<file path="config.mk">
export PLATFORM = sky130hd
export DESIGN_NAME = priority_task_ready_queue
export DESIGN_NICKNAME = d
export VERILOG_FILES = /design/src/sv/ptrq_pkg.sv /design/src/sv/priority_task_ready_queue.sv
export SDC_FILE = /design/constraint.sdc
export NUM_CORES = 1
export LEC_CHECK = 0
export ABC_AREA = 1
export BUFFER_PORTS_ARGS = -buffer_cell sky130_fd_sc_hd__buf_2
export CAP_MARGIN = 20
export CORE_AREA = 3 3 120 122
export DETAILED_ROUTE_END_ITERATION = 10
export DIE_AREA = 0 0 123 125
export PLACE_DENSITY_LB_ADDON = 0.1
export SYNTH_ARGS = -nofsm -noshare
export SYNTH_HDL_FRONTEND = slang
export SYNTH_SLANG_ARGS = --single-unit
</file>
<file path="constraint.sdc">
create_clock -name clk -period 5.12 [get_ports clk]
set_input_delay 1.024 -clock clk [delete_from_list [all_inputs] [get_ports clk]]
set_output_delay 1.024 -clock clk [all_outputs]
set_load 0.02 [all_outputs]
</file>
<file path="src/sv/ptrq_pkg.sv">
// shared types and constants for the priority task ready queue
package ptrq_pkg;

	// fixed field widths
	localparam int ID_W       = 3;
	localparam int COUNT_W    = 4;
	localparam int REQ_W      = 2;
	localparam int CFG_IDX_W  = 2;
	localparam int CFG_DATA_W = 32;
	localparam int MASK_W     = 8;

	// parameter defaults
	localparam int NUM_TASKS_DEF = 8;
	localparam int PRIO_BITS_DEF = 4;

	// request codes
	localparam logic [REQ_W-1:0] REQ_START     = 2'd0;
	localparam logic [REQ_W-1:0] REQ_ACTIVATE  = 2'd1;
	localparam logic [REQ_W-1:0] REQ_TERMINATE = 2'd2;
	localparam logic [REQ_W-1:0] REQ_DISPATCH  = 2'd3;

	// configuration register indexes
	localparam logic [CFG_IDX_W-1:0] CFG_TASK_PRIORITIES = 2'd0;
	localparam logic [CFG_IDX_W-1:0] CFG_AUTO_START_MASK = 2'd1;

	// result status codes
	localparam logic RESP_OK  = 1'b0;
	localparam logic RESP_ERR = 1'b1;

	// request item
	typedef struct packed {
		logic [REQ_W-1:0] req_type;
		logic [ID_W-1:0]  task_id;
		logic             holds_resources;
	} in_item_t;

	// result item
	typedef struct packed {
		logic               status;
		logic               running_valid;
		logic [ID_W-1:0]    running_task;
		logic [COUNT_W-1:0] ready_count;
		logic [ID_W-1:0]    ready_head;
	} out_item_t;

endpackage

</file>
<file path="src/sv/priority_task_ready_queue.sv">
// task-state table with a priority-ordered ready list and its request sequencer
//
// One request item is taken at a time; in_ready is high only while the sequencer
// is idle, and a finished result waits in the output register without holding off
// the next item. Terminate and dispatch pass through the execute and done states
// before their result is registered. Activate passes through execute, the insert
// and done; the insert walks the list from its tail past each ready task of lower
// priority with a single priority comparator, one entry per cycle. Start clears
// the table, scans the auto-start mask in ascending id order and reuses the same
// insert for each auto-start task, then ends in done. The next item is taken once
// the sequencer is back in idle after the result is registered, or later while an
// earlier result is still waiting to be taken. Priority values of tasks whose
// field lies above bit 31 of task_priorities read as zero.
module priority_task_ready_queue #(
	parameter int NUM_TASKS = ptrq_pkg::NUM_TASKS_DEF,
	parameter int PRIO_BITS = ptrq_pkg::PRIO_BITS_DEF
) (
	input  logic                               clk,
	input  logic                               arst_n,
	input  logic                               cfg_we,
	input  logic [ptrq_pkg::CFG_IDX_W-1:0]     cfg_index,
	input  logic [ptrq_pkg::CFG_DATA_W-1:0]    cfg_data,
	input  logic                               in_valid,
	output logic                               in_ready,
	input  ptrq_pkg::in_item_t                 in_item,
	output logic                               out_valid,
	input  logic                               out_ready,
	output ptrq_pkg::out_item_t                out_item
);

	localparam int IDX_W = (NUM_TASKS > 1) ? $clog2(NUM_TASKS) : 1;
	localparam int CNT_W = $clog2(NUM_TASKS + 1);
	localparam int PW    = NUM_TASKS * PRIO_BITS;

	typedef enum logic [2:0] {S_IDLE, S_EXEC, S_SCAN, S_INS, S_DONE} state_t;
	typedef enum logic [1:0] {TS_SUSP, TS_READY, TS_RUN} tstat_t;

	state_t                              state_q;
	ptrq_pkg::in_item_t                  req_q;
	logic [ptrq_pkg::CFG_DATA_W-1:0]     prio_q;
	logic [ptrq_pkg::MASK_W-1:0]         mask_q;
	tstat_t                              tstat_q [NUM_TASKS];
	logic [ptrq_pkg::ID_W-1:0]           order_q [NUM_TASKS];
	logic [CNT_W-1:0]                    len_q;
	logic                                run_valid_q;
	logic [ptrq_pkg::ID_W-1:0]           run_id_q;
	logic [CNT_W-1:0]                    scan_q;
	logic [CNT_W-1:0]                    k_q;
	logic [ptrq_pkg::ID_W-1:0]           ins_id_q;
	logic [PRIO_BITS-1:0]                ins_prio_q;
	logic                                err_q;
	logic                                out_valid_q;
	ptrq_pkg::out_item_t                 out_q;

	logic [PW+31:0]                      prio_ext;
	logic [CNT_W-1:0]                    k_m1;
	logic [ptrq_pkg::ID_W-1:0]           prev_id;
	logic                                place;
	logic [IDX_W-1:0]                    tid_idx;
	logic                                act_ok;
	logic                                term_ok;
	logic                                disp_ok;
	logic                                pop;

	// priority field of one task, zero above bit 31
	function automatic logic [PRIO_BITS-1:0] prio_of(input logic [PW+31:0] v,
			input logic [IDX_W-1:0] id);
		return v[int'(id) * PRIO_BITS +: PRIO_BITS];
	endfunction

	assign prio_ext = {{PW{1'b0}}, prio_q};

	// insert step: compare with the entry just ahead of the hole
	assign k_m1    = k_q - 1'b1;
	assign prev_id = order_q[k_m1[IDX_W-1:0]];
	assign place   = (k_q == '0) ||
		(prio_of(prio_ext, prev_id[IDX_W-1:0]) >= ins_prio_q);

	// request checks
	assign tid_idx = req_q.task_id[IDX_W-1:0];
	assign act_ok  = (32'(req_q.task_id) < NUM_TASKS) && (tstat_q[tid_idx] == TS_SUSP) &&
		(len_q < CNT_W'(NUM_TASKS));
	assign term_ok = run_valid_q && !req_q.holds_resources;
	assign disp_ok = (len_q != '0) && !run_valid_q;
	assign pop     = (state_q == S_EXEC) && (req_q.req_type == ptrq_pkg::REQ_DISPATCH) &&
		disp_ok;

	assign in_ready  = (state_q == S_IDLE);
	assign out_valid = out_valid_q;
	assign out_item  = out_q;

	// ready list entries
	always_ff @(posedge clk) begin
		if (state_q == S_INS) begin
			order_q[k_q[IDX_W-1:0]] <= place ? ins_id_q : prev_id;
		end else if (pop) begin
			for (int i = 0; i < NUM_TASKS - 1; i++) begin
				order_q[i] <= order_q[i + 1];
			end
		end
	end

	// sequencer, task table and output register
	always_ff @(posedge clk or negedge arst_n) begin
		if (!arst_n) begin
			state_q     <= S_IDLE;
			prio_q      <= '0;
			mask_q      <= '0;
			len_q       <= '0;
			run_valid_q <= 1'b0;
			run_id_q    <= '0;
			scan_q      <= '0;
			k_q         <= '0;
			ins_id_q    <= '0;
			ins_prio_q  <= '0;
			err_q       <= 1'b0;
			out_valid_q <= 1'b0;
			req_q       <= '0;
			out_q       <= '0;
			for (int i = 0; i < NUM_TASKS; i++) begin
				tstat_q[i] <= TS_SUSP;
			end
		end else begin
			// configuration writes
			if (cfg_we) begin
				if (cfg_index == ptrq_pkg::CFG_TASK_PRIORITIES) begin
					prio_q <= cfg_data;
				end else if (cfg_index == ptrq_pkg::CFG_AUTO_START_MASK) begin
					mask_q <= cfg_data[ptrq_pkg::MASK_W-1:0];
				end
			end

			// result handed on, unless a new one is loaded this cycle
			if (out_valid_q && out_ready && state_q != S_DONE) begin
				out_valid_q <= 1'b0;
			end

			unique case (state_q)
				S_IDLE: begin
					if (in_valid) begin
						req_q   <= in_item;
						state_q <= S_EXEC;
					end
				end
				S_EXEC: begin
					case (req_q.req_type)
						ptrq_pkg::REQ_START: begin
							for (int i = 0; i < NUM_TASKS; i++) begin
								tstat_q[i] <= TS_SUSP;
							end
							len_q       <= '0;
							run_valid_q <= 1'b0;
							run_id_q    <= '0;
							scan_q      <= '0;
							err_q       <= ptrq_pkg::RESP_OK;
							state_q     <= S_SCAN;
						end
						ptrq_pkg::REQ_ACTIVATE: begin
							if (act_ok) begin
								ins_id_q   <= req_q.task_id;
								ins_prio_q <= prio_of(prio_ext, tid_idx);
								k_q        <= len_q;
								err_q      <= ptrq_pkg::RESP_OK;
								state_q    <= S_INS;
							end else begin
								err_q   <= ptrq_pkg::RESP_ERR;
								state_q <= S_DONE;
							end
						end
						ptrq_pkg::REQ_TERMINATE: begin
							state_q <= S_DONE;
							if (term_ok) begin
								tstat_q[run_id_q[IDX_W-1:0]] <= TS_SUSP;
								run_valid_q <= 1'b0;
								run_id_q    <= '0;
								err_q       <= ptrq_pkg::RESP_OK;
							end else begin
								err_q <= ptrq_pkg::RESP_ERR;
							end
						end
						default: begin
							state_q <= S_DONE;
							if (disp_ok) begin
								run_id_q    <= order_q[0];
								run_valid_q <= 1'b1;
								len_q       <= len_q - 1'b1;
								tstat_q[order_q[0][IDX_W-1:0]] <= TS_RUN;
								err_q       <= ptrq_pkg::RESP_OK;
							end else begin
								err_q <= ptrq_pkg::RESP_ERR;
							end
						end
					endcase
				end
				S_SCAN: begin
					// walk the auto-start mask in ascending id order
					if (scan_q == CNT_W'(NUM_TASKS)) begin
						state_q <= S_DONE;
					end else begin
						scan_q <= scan_q + 1'b1;
						if (mask_q[ptrq_pkg::ID_W'(scan_q[IDX_W-1:0])]) begin
							ins_id_q   <= ptrq_pkg::ID_W'(scan_q[IDX_W-1:0]);
							ins_prio_q <= prio_of(prio_ext, scan_q[IDX_W-1:0]);
							k_q        <= len_q;
							state_q    <= S_INS;
						end
					end
				end
				S_INS: begin
					// move the hole forward until an entry of equal or higher priority
					if (place) begin
						len_q <= len_q + 1'b1;
						tstat_q[ins_id_q[IDX_W-1:0]] <= TS_READY;
						state_q <= (req_q.req_type == ptrq_pkg::REQ_START) ? S_SCAN : S_DONE;
					end else begin
						k_q <= k_m1;
					end
				end
				S_DONE: begin
					if (!out_valid_q || out_ready) begin
						out_q.status        <= err_q;
						out_q.running_valid <= run_valid_q;
						out_q.running_task  <= run_valid_q ? run_id_q : '0;
						out_q.ready_count   <= ptrq_pkg::COUNT_W'(len_q);
						out_q.ready_head    <= (len_q != '0) ? order_q[0] : '0;
						out_valid_q         <= 1'b1;
						state_q             <= S_IDLE;
					end
				end
				default: begin
					state_q <= S_IDLE;
				end
			endcase
		end
	end

endmodule
</file>
==> flow_summary.ini, run 1 <==
[grt]
grt_use_met3_pct = 4.92
grt_pass1_vias = 6051
grt_usage_pct = 24.5
grt-ovfl-total = 0
grt_pass1_wl_um = 29900
antenna_found_initial = 0
use_met1_pct = 32.8
grt_max_degree = 62
busiest_layer = met2
grt_util_met2_pct = 38.7

[timing]
finalCritPeriodShare_pct = 79.3
fin_skew_ps = 8.65
slew_headroom_pct = 37.6
hold_viol = 0
max_freq_mhz = 246
setup_violations = 0
rsz0062_at_grt = no
tns_ps = 0
slew_violations = 0
fin_crit_ps = 4060
tightest_slew_ps = 933

[pwr]
cellPowerDensity_nw_per_um2 = 752
p_leak_uw = 0.00402
ir_drop_uv = 379

[min_path]
hold_start = err_q
hp-class = register to register

[synthesis]
ys_ff_latch = 126
syn_area_per_cell_sq_um = 7.70
yosysUniqueCellTypes = 44
synthCells = 946
yosys_warnings = 0
syn_nets = 1005
synth-seq-area-share_pct = 44.9
syn-cell-area_sq_um = 7280

[finish]
drive_gt1_share_pct = 14.1
instances_no_fill = 1176
area_growth_syn_to_layout_pct = 12.0
diodes = 0
fin_nets = 1046
mostFrequentLayoutCells = 238 x nand2_1, 113 x nand3_1, 103 x inv_1
layout_commonest_cell = nand2_1

[die]
start_util_pct = 54.8
fp.dieArea_sq_um = 15400
coreArea_sq_um = 13300
fp.dieH_um = 125
rows = 42
boundaryPins = 59
die_w_um = 123

[setup_path]
cp_common_cell = nand2_1
cpLargestDelayFamily = simple AND/OR/NAND/NOR gates
crit_path_max_incr_delay_ps = 790
worst_setup_path_start_kind = register
crit_path_start = k_q[0]
crit_arrival_ps = 4220
slowest_stage = dfrtp_1
path_buf_inv = 4
critical_path.cell_chain = inv_2, ha_1, inv_1, a21oi_1, o21ai_0, nand2_1, nand2_1, nand2_2, inv_2, nand3_1, nand3_1, nand2_1, ha_1, a21oi_1, nand4_4, inv_1, nand2_1, o211ai_2, nand2_1
crit_path_max_fanout = 25
r2r-start = k_q[0]
crit_required_ps = 5280
crit_type = register to register
rrSetupSlack_ps = 1060
cp-end-kind = register

[clock_tree]
htreeDepth = 4
clock-sinks = 126
cts_tree = yes
cts_made_buffers = 17
clkLatencyLatePin_ps = 430
clock_path_buffers = 2
post_cts_buffers = 0
ctsResizeCount = 0
clk_pin_slew_worst_paths_ps = 60
cts_hold_buf = 0
cts_root_buffer = clkbuf_16

[placed_design]
hpwl_um = 13200
globalplace.congestion = 0.955
dp_cells = 1144
io_buffers = 58

[routing]
drt_wl_total_um = 18200
vias_per_cell = 5.50
postRouteAntennaNets = 0
firstDrtPassIters = 8
routedWlPerCell_um = 15.4
via_count = 6466
drcViolationCount = 0
drt_iter0_drc = 551

[flow_run]
drv_cap = 0

[outcome]
outcome = finished, final reports clean
registers in the layout (all words and copies together) (netlist names), 3 cells and up:
| register | cells |
|---|---|
| tid_idx | 3 |
| req_q | 3 |
| run_id_q | 3 |
| k_q | 4 |
| prio_q | 32 |
| order_q | 24 |
| tstat_q | 16 |
| mask_q | 8 |
| ins_id_q | 3 |
| state_q | 3 |
| len_q | 4 |
| out_item | 12 |
| scan_q | 4 |
| ins_prio_q | 4 |
cells in the mapped netlist (all sizes together):
| cell | instances | area, sq um |
|---|---|---|
| nand2 | 246 | 946 |
| inv | 119 | 447 |
| nand3 | 117 | 613 |
| dfrtp | 102 | 2550 |
| o21ai | 85 | 467 |
| nor2 | 66 | 265 |
| a21oi | 61 | 313 |
| edfxtp | 24 | 721 |
| buf | 23 | 149 |
| clkbuf | 16 | 60.1 |
| ha | 14 | 175 |
| nand3b | 14 | 105 |
| nand4 | 13 | 103 |
| nor3 | 10 | 50.1 |
| mux2 | 7 | 78.8 |
| o22ai | 6 | 37.5 |
| o211ai | 5 | 47.5 |
| a32oi | 3 | 26.3 |
| o21bai | 3 | 22.5 |
| o31ai | 3 | 27.5 |
| xnor2 | 3 | 33.8 |
| and3 | 2 | 12.5 |
| a31oi | 1 | 6.26 |
| o21a | 1 | 7.51 |
| o32ai | 1 | 8.76 |
| xor2 | 1 | 8.76 |
kinds of logic (layout without fill, tap and decap cells):
| logic type | after synthesis | in the layout | synth area share (%) |
|---|---|---|---|
| buf+inv | 158 | 212 | 9.00 |
| flops | 126 | 126 | 44.9 |
| simple gates | 468 | 468 | 28.8 |
| compound gates | 169 | 169 | 13.2 |
| fa+ha+maj | 14 | 14 | 2.41 |
| mux | 7 | 7 | 1.08 |
| xor+xnor | 4 | 4 | 0.584 |
metrics by stage:
stage          hold slack, ps  utilization [%]  total power [uW]  instance area (sq um)  worst slack [ps]
3_5_place_dp              469             57.3              4990                   7610              1120
2_1_floorplan             442                -              4260                   7280              1940
6_report                  477             61.3              6130                   8160              1060
4_1_cts                   483             61.3              6120                   8160              1110
3_3_place_gp              459             57.3              4920                   7610              1210
5_1_grt                   499             61.3              6680                   8160               562
layout make-up:
cell class                 count  area [sq um]
clock buffer                  25           475
sequential                   126          3270
inverter                     119           447
clock inverter                 7          65.1
fill                        1216          5140
tap                          176           220
timing repair buffer          61           315
multi-input combinational    662          3360
power by group:
| part | switching (uW) | internal (uW) | total, uW | leakage (uW) |
|---|---|---|---|---|
| clock | 434 | 688 | 1120 | 0.000261 |
| sequential | 273 | 1490 | 1760 | 0.00148 |
| combinational | 2180 | 1060 | 3240 | 0.00228 |
| total | 2890 | 3240 | 6130 | 0.00402 |
worst min-delay path, delay by kind of cell, from the launching register on:
kind          cells  cell delay [ps]
flops             1              340
simple gates      2              110
path summary, 6_finish.rpt:
path                       depth (start not counted)            end
max                                               19  order_q[7][0]
min                                                2   out_item[11]
max reg2reg                                       19  order_q[7][0]
min reg2reg                                        2   out_item[11]
max in group asynchronous                          2  ins_prio_q[3]
min in group asynchronous                          1    out_item[3]
routing by layer:
| layer | share of wire, % | wire (um) |
|---|---|---|
| met5 | 0 | 0 |
| met4 | 2.9 | 526 |
| met3 | 5.8 | 1060 |
| met2 | 47 | 8610 |
| met1 | 44 | 7970 |
(Power assumes the default switching activity.)
==> inputs of run 2 (changes only) <==
Settings changed: ABC_AREA 1 to 0, CORE_AREA 3 3 120 122 to 3 3 116 118, DIE_AREA 0 0 123 125 to 0 0 119 121.
Clock period 5.12 ns to 3.8 ns, I/O delays scaled along.
==> run 2 against run 1 <==
  * Combinational power is 66% higher
  * Critical endpoint is now order_q[7][2]
  * Clock power grew 41%
  * Hold slack worse by 160 ps
  * Largest cell class unchanged
  * Synthesized area fell by 6.1%
==> flow_summary.ini, run 2 <==
[timing]
fin_ws_ps = 106
max_freq_mhz = 271
slew_violations = 0
tightest_slew_ps = 981
slew_headroom_pct = 33.9
hold_viol = 0
rsz0062_at_grt = yes
fin_skew_ps = 8.51
finalCritPeriodShare_pct = 97.2
fin_crit_ps = 3690
setup_violations = 0

[die]
fp.dieArea_sq_um = 14400
die_w_um = 119
rows = 41
fp.dieH_um = 121
coreArea_sq_um = 12600
start_util_pct = 54.4
boundaryPins = 59

[setup_path]
cp-end-kind = register
crit_path_max_fanout = 17
worst_setup_path_start_kind = register
crit_type = register to register
crit_arrival_ps = 3980
crit_required_ps = 4090

[routing]
routedWlPerCell_um = 19.0
drt_iter0_drc = 424
postRouteAntennaNets = 0
firstDrtPassIters = 6
drcViolationCount = 0
via_count = 5355
drt_wl_total_um = 16900
vias_per_cell = 6.02

[clock_tree]
cts_hold_buf = 0
cts_root_buffer = clkbuf_16
clkLatencyLatePin_ps = 430
cts_tree = yes
clk_pin_slew_worst_paths_ps = 60
cts_made_buffers = 17
htreeDepth = 4
clock-sinks = 126
clock_path_buffers = 2

[synthesis]
syn-cell-area_sq_um = 6840
synth_top_area_share_pct = 37.3
synth_enable_flop_cells = 24
syn_area_per_cell_sq_um = 10.8
syn_nets = 694
synthTopCellsByArea = dfrtp_1 37%, edfxtp_1 11%, mux2_2 8.2%
yosys.area.top_type = dfrtp_1
yosys_warnings = 0
synthCells = 635
async_flop_share_pct = 81.0
synthFlopType = dfrtp_1
synth-seq-area-share_pct = 47.9
synth.most_common_cell = dfrtp_1
ys_top_cells_by_count = 102 x dfrtp_1, 67 x nand2_1, 50 x mux2_2
yosysUniqueCellTypes = 60
ys_ff_latch = 126

[placed_design]
dp_slack_ps = -5.56
hpwl_um = 11800
dp_cells = 849
globalplace.congestion = 0.858
io_buffers = 58

[grt]
grt-ovfl-total = 0
grt_max_degree = 55
antenna_found_initial = 0
grt_usage_pct = 24.3
grt_pass1_wl_um = 27500
grt_pass1_vias = 5367

[finish]
final_core_util_pct = 65.3
fin_nets = 764
diodes = 0
regMostFlops = prio_q
mostFrequentLayoutCells = 101 x dfrtp_1, 67 x nand2_1, 57 x buf_2
instances_no_fill = 890
largest_reg_flops = 32
drive_gt1_share_pct = 29.1
layout_commonest_cell = dfrtp_1
reg_top3 = prio_q x32, order_q x24, tstat_q x16
area_growth_syn_to_layout_pct = 19.9

[pwr]
cellPowerDensity_nw_per_um2 = 1150
ir_drop_uv = 849
p_leak_uw = 0.00361

[flow_run]
drv_cap = 0

[min_path]
hp-class = input port to asynchronous set/reset pin

[outcome]
outcome = finished, final reports clean
==> run 2: worst max-delay path, cell delays in order, from the launching register on <==
cell	delay [ps]
dfrtp_2	420
buf_8	150
buf_4	140
mux4_2	540
or3_4	360
o31ai_4	90
a22o_1	190
a221oi_2	40
ha_1	350
a21oi_2	160
o21ai_2	90
a211oi_4	250
buf_12	200
nor2_2	50
a211oi_2	210
buf_4	180
a21o_1	120
==> run 2: metal layers <==
metal | up-vias | global-route usage [%] | part of all wire [%]
met5 | - | 0 | 0
met4 | 0 | 8.98 | 1.6
met3 | 29 | 5.83 | 5.4
met2 | 178 | 38.5 | 49
met1 | 2664 | 32.7 | 44
li1 | 2484 | - | -
==> run 2: worst paths after layout <==
check                            startpoint       endpoint  depth (start not counted)  slack [ps]
min in group clk                out_item[9]    out_item[9]                          2         480
worst min register to register  out_item[9]    out_item[9]                          2         480
worst min-delay path                 arst_n     tid_idx[0]                          1         320
max in group asynchronous            arst_n         k_q[0]                          2        2840
worst max register to register       k_q[0]  order_q[7][2]                         16         110
worst max-delay path                 k_q[0]  order_q[7][2]                         16         110
==> run 2: cell families (layout without fill, tap and decap cells) <==
logic type	Yosys count	in the layout	synth area share [%]
simple gates	171	171	11.7
compound gates	163	163	16.0
flops	126	126	47.9
mux	105	105	18.3
buf+inv	54	137	3.29
fa+ha+maj	14	14	2.56
xor+xnor	2	2	0.256
==> run 2: repair_timing <==
item,in CTS,in global routing
setup endpoints to repair,8,44
pin swaps,1,2
resized for setup,4,18
hold endpoints to repair,0,0
setup buffers,0,9
==> run 2: area by class of cell <==
cell class / instances / area, sq um
flip-flops and latches: 126 / 3270
inverters: 15 / 58.8
multi-input cells: 455 / 3510
well taps: 172 / 215
clock buffers: 21 / 440
fillers: 993 / 4370
repair buffers: 90 / 586
clock inverters: 11 / 123
==> run 2: where the power goes <==
part	internal, uW	switching [uW]
Sequential	2050	450
Clock	1010	565
Combinational	2570	2820
Total	5640	3830
==> run 2: per-stage QoR <==
stage / setup TNS [ps] / power (uW) / area, sq um / hold WS, ps
floorplan: -99.9 / 6030 / 6930 / 462
global placement: 0 / 7200 / 7430 / 461
detailed placement: -16.7 / 7380 / 7460 / 466
CTS: 0 / 9060 / 8040 / 317
global route: -937 / 10100 / 8200 / 344
finish: 0 / 9470 / 8200 / 319
==> inputs of run 3 (changes only) <==
Settings changed: BUFFER_PORTS_ARGS -buffer_cell sky130_fd_sc_hd__buf_2 to unset, DONT_BUFFER_PORTS set to 1.
==> run 3 against run 2 <==
  * Via count shrank 2.8%
  * Sequential share of layout area grew 1.2 points
  * Design area shrank 3.0%
==> flow_summary.ini, run 3 (synthesis gave the netlist of run 2 again) <==
[finish]
drive_gt1_share_pct = 23.7
fin_nets = 709
area_growth_syn_to_layout_pct = 16.4
reg_top3 = prio_q x32, order_q x24, tstat_q x16
final_core_util_pct = 63.3
final_area_sq_um = 7960
layout_commonest_cell = dfrtp_1
mostFrequentLayoutCells = 101 x dfrtp_1, 67 x nand2_1, 50 x mux2_2
largest_reg_flops = 32
diodes = 0
regMostFlops = prio_q

[placed_design]
io_buffers = 0
hpwl_um = 11600
globalplace.congestion = 0.884
placed_cell_area_sq_um = 7160

[outcome]
outcome = finished, final reports clean

[routing]
vias_per_cell = 6.24
drcViolationCount = 0
postRouteAntennaNets = 0
firstDrtPassIters = 7
drt_iter0_drc = 387
routedWlPerCell_um = 20.1
drt_wl_total_um = 16800
via_count = 5207

[setup_path]
crit_type = register to register
worst_setup_path_start_kind = register
cpLargestDelayFamily = multiplexers
critical_path.cell_chain = inv_4, ha_4, mux4_2, mux2i_4, buf_12, buf_12, mux2i_2, a221oi_2, ha_1, nand2_1, o21ai_2, a211oi_4, buf_6, buf_12, or3_4, nor3_2, a2bb2oi_1
cp-end-kind = register
crit_path_max_incr_delay_ps = 410
crit_arrival_ps = 4050
cp_common_cell = buf_12
crit_required_ps = 4140
slowest_stage = dfrtp_2
reg2reg_to = tstat_q[6]
rrSetupSlack_ps = 80
r2r-start = k_q[0]
crit_path_max_fanout = 8
ff2ff_path_depth = 17
path_buf_inv = 5

[die]
fp.dieArea_sq_um = 14400
start_util_pct = 54.4
coreArea_sq_um = 12600
rows = 41
die_w_um = 119
boundaryPins = 59
fp.dieH_um = 121

[grt]
grt_max_degree = 103
antenna_found_initial = 0
grt-ovfl-total = 0
grt_usage_pct = 24.1
grt_pass1_wl_um = 27200
grt_pass1_vias = 5213

[clock_tree]
clk_pin_slew_worst_paths_ps = 60
cts_made_buffers = 17
clock-sinks = 126
clkLatencyLatePin_ps = 420
clock_path_buffers = 2
htreeDepth = 4
cts_hold_buf = 0
cts_tree = yes
cts_root_buffer = clkbuf_16

[timing]
slew_violations = 0
max_freq_mhz = 269
fin_crit_ps = 3720
finalCritPeriodShare_pct = 97.8
hold_viol = 0
rsz0062_at_grt = yes
setup_violations = 0
fin_skew_ps = 7.53
tightest_slew_ps = 1020
slew_headroom_pct = 31.6

[min_path]
hp-class = input port to asynchronous set/reset pin

[flow_run]
drv_cap = 0
==> run 3: final cells by class <==
| type | instances | area, sq um |
|---|---|---|
| fillers | 982 | 4610 |
| multi-input cells | 455 | 3500 |
| flip-flops and latches | 126 | 3270 |
| clock buffers | 27 | 524 |
| repair buffers | 35 | 338 |
| well taps | 172 | 215 |
| inverters | 15 | 58.8 |
| clock inverters | 5 | 52.6 |
==> run 3: layer usage <==
layer | global-route usage [%] | vias up | part of all wire (%)
met3 | 5.78 | 30 | 5.7
met4 | 8.83 | 0 | 1.8
met2 | 38.9 | 177 | 49
li1 | - | 2388 | -
met5 | 0 | - | 0
met1 | 31.9 | 2612 | 43
==> run 3: how the worst max path moves through the flow <==
stage | end | start | slack, ps | cells past startpoint
after global routing | tstat_q[6] | k_q[0] | -30 | 17
final | tstat_q[6] | k_q[0] | 80 | 17
after global placement | tstat_q[14] | k_q[0] | 90 | 14
after floorplan | k_q[1] | k_q[0] | -40 | 17
after CTS | order_q[7][2] | k_q[0] | 0.5 | 17
after detailed placement | order_q[7][2] | k_q[0] | 2 | 17
==> run 3: through the flow <==
step           std cells  hold WS [ps]  setup slack [ps]  TNS, ps
6_report             835          34.4              83.3        0
5_1_grt              835          15.3             -27.2     -191
3_5_place_dp         791           468              2.21        0
4_1_cts              829          21.6             0.526        0
2_1_floorplan        635           462             -44.1    -99.9
3_3_place_gp         791           468              93.4        0
==> run 3: timing repair <==
action                                  CTS  global route
resized for setup                         2            19
endpoints found under the setup margin   29            48
pin swaps                                 1            15
cloned                                    0             1
setup buffers                             6             5
Power of run 3 is left out: the tool's default activity adds up to more than one toggle a clock period on the data nets, which glitch-free logic cannot reach.
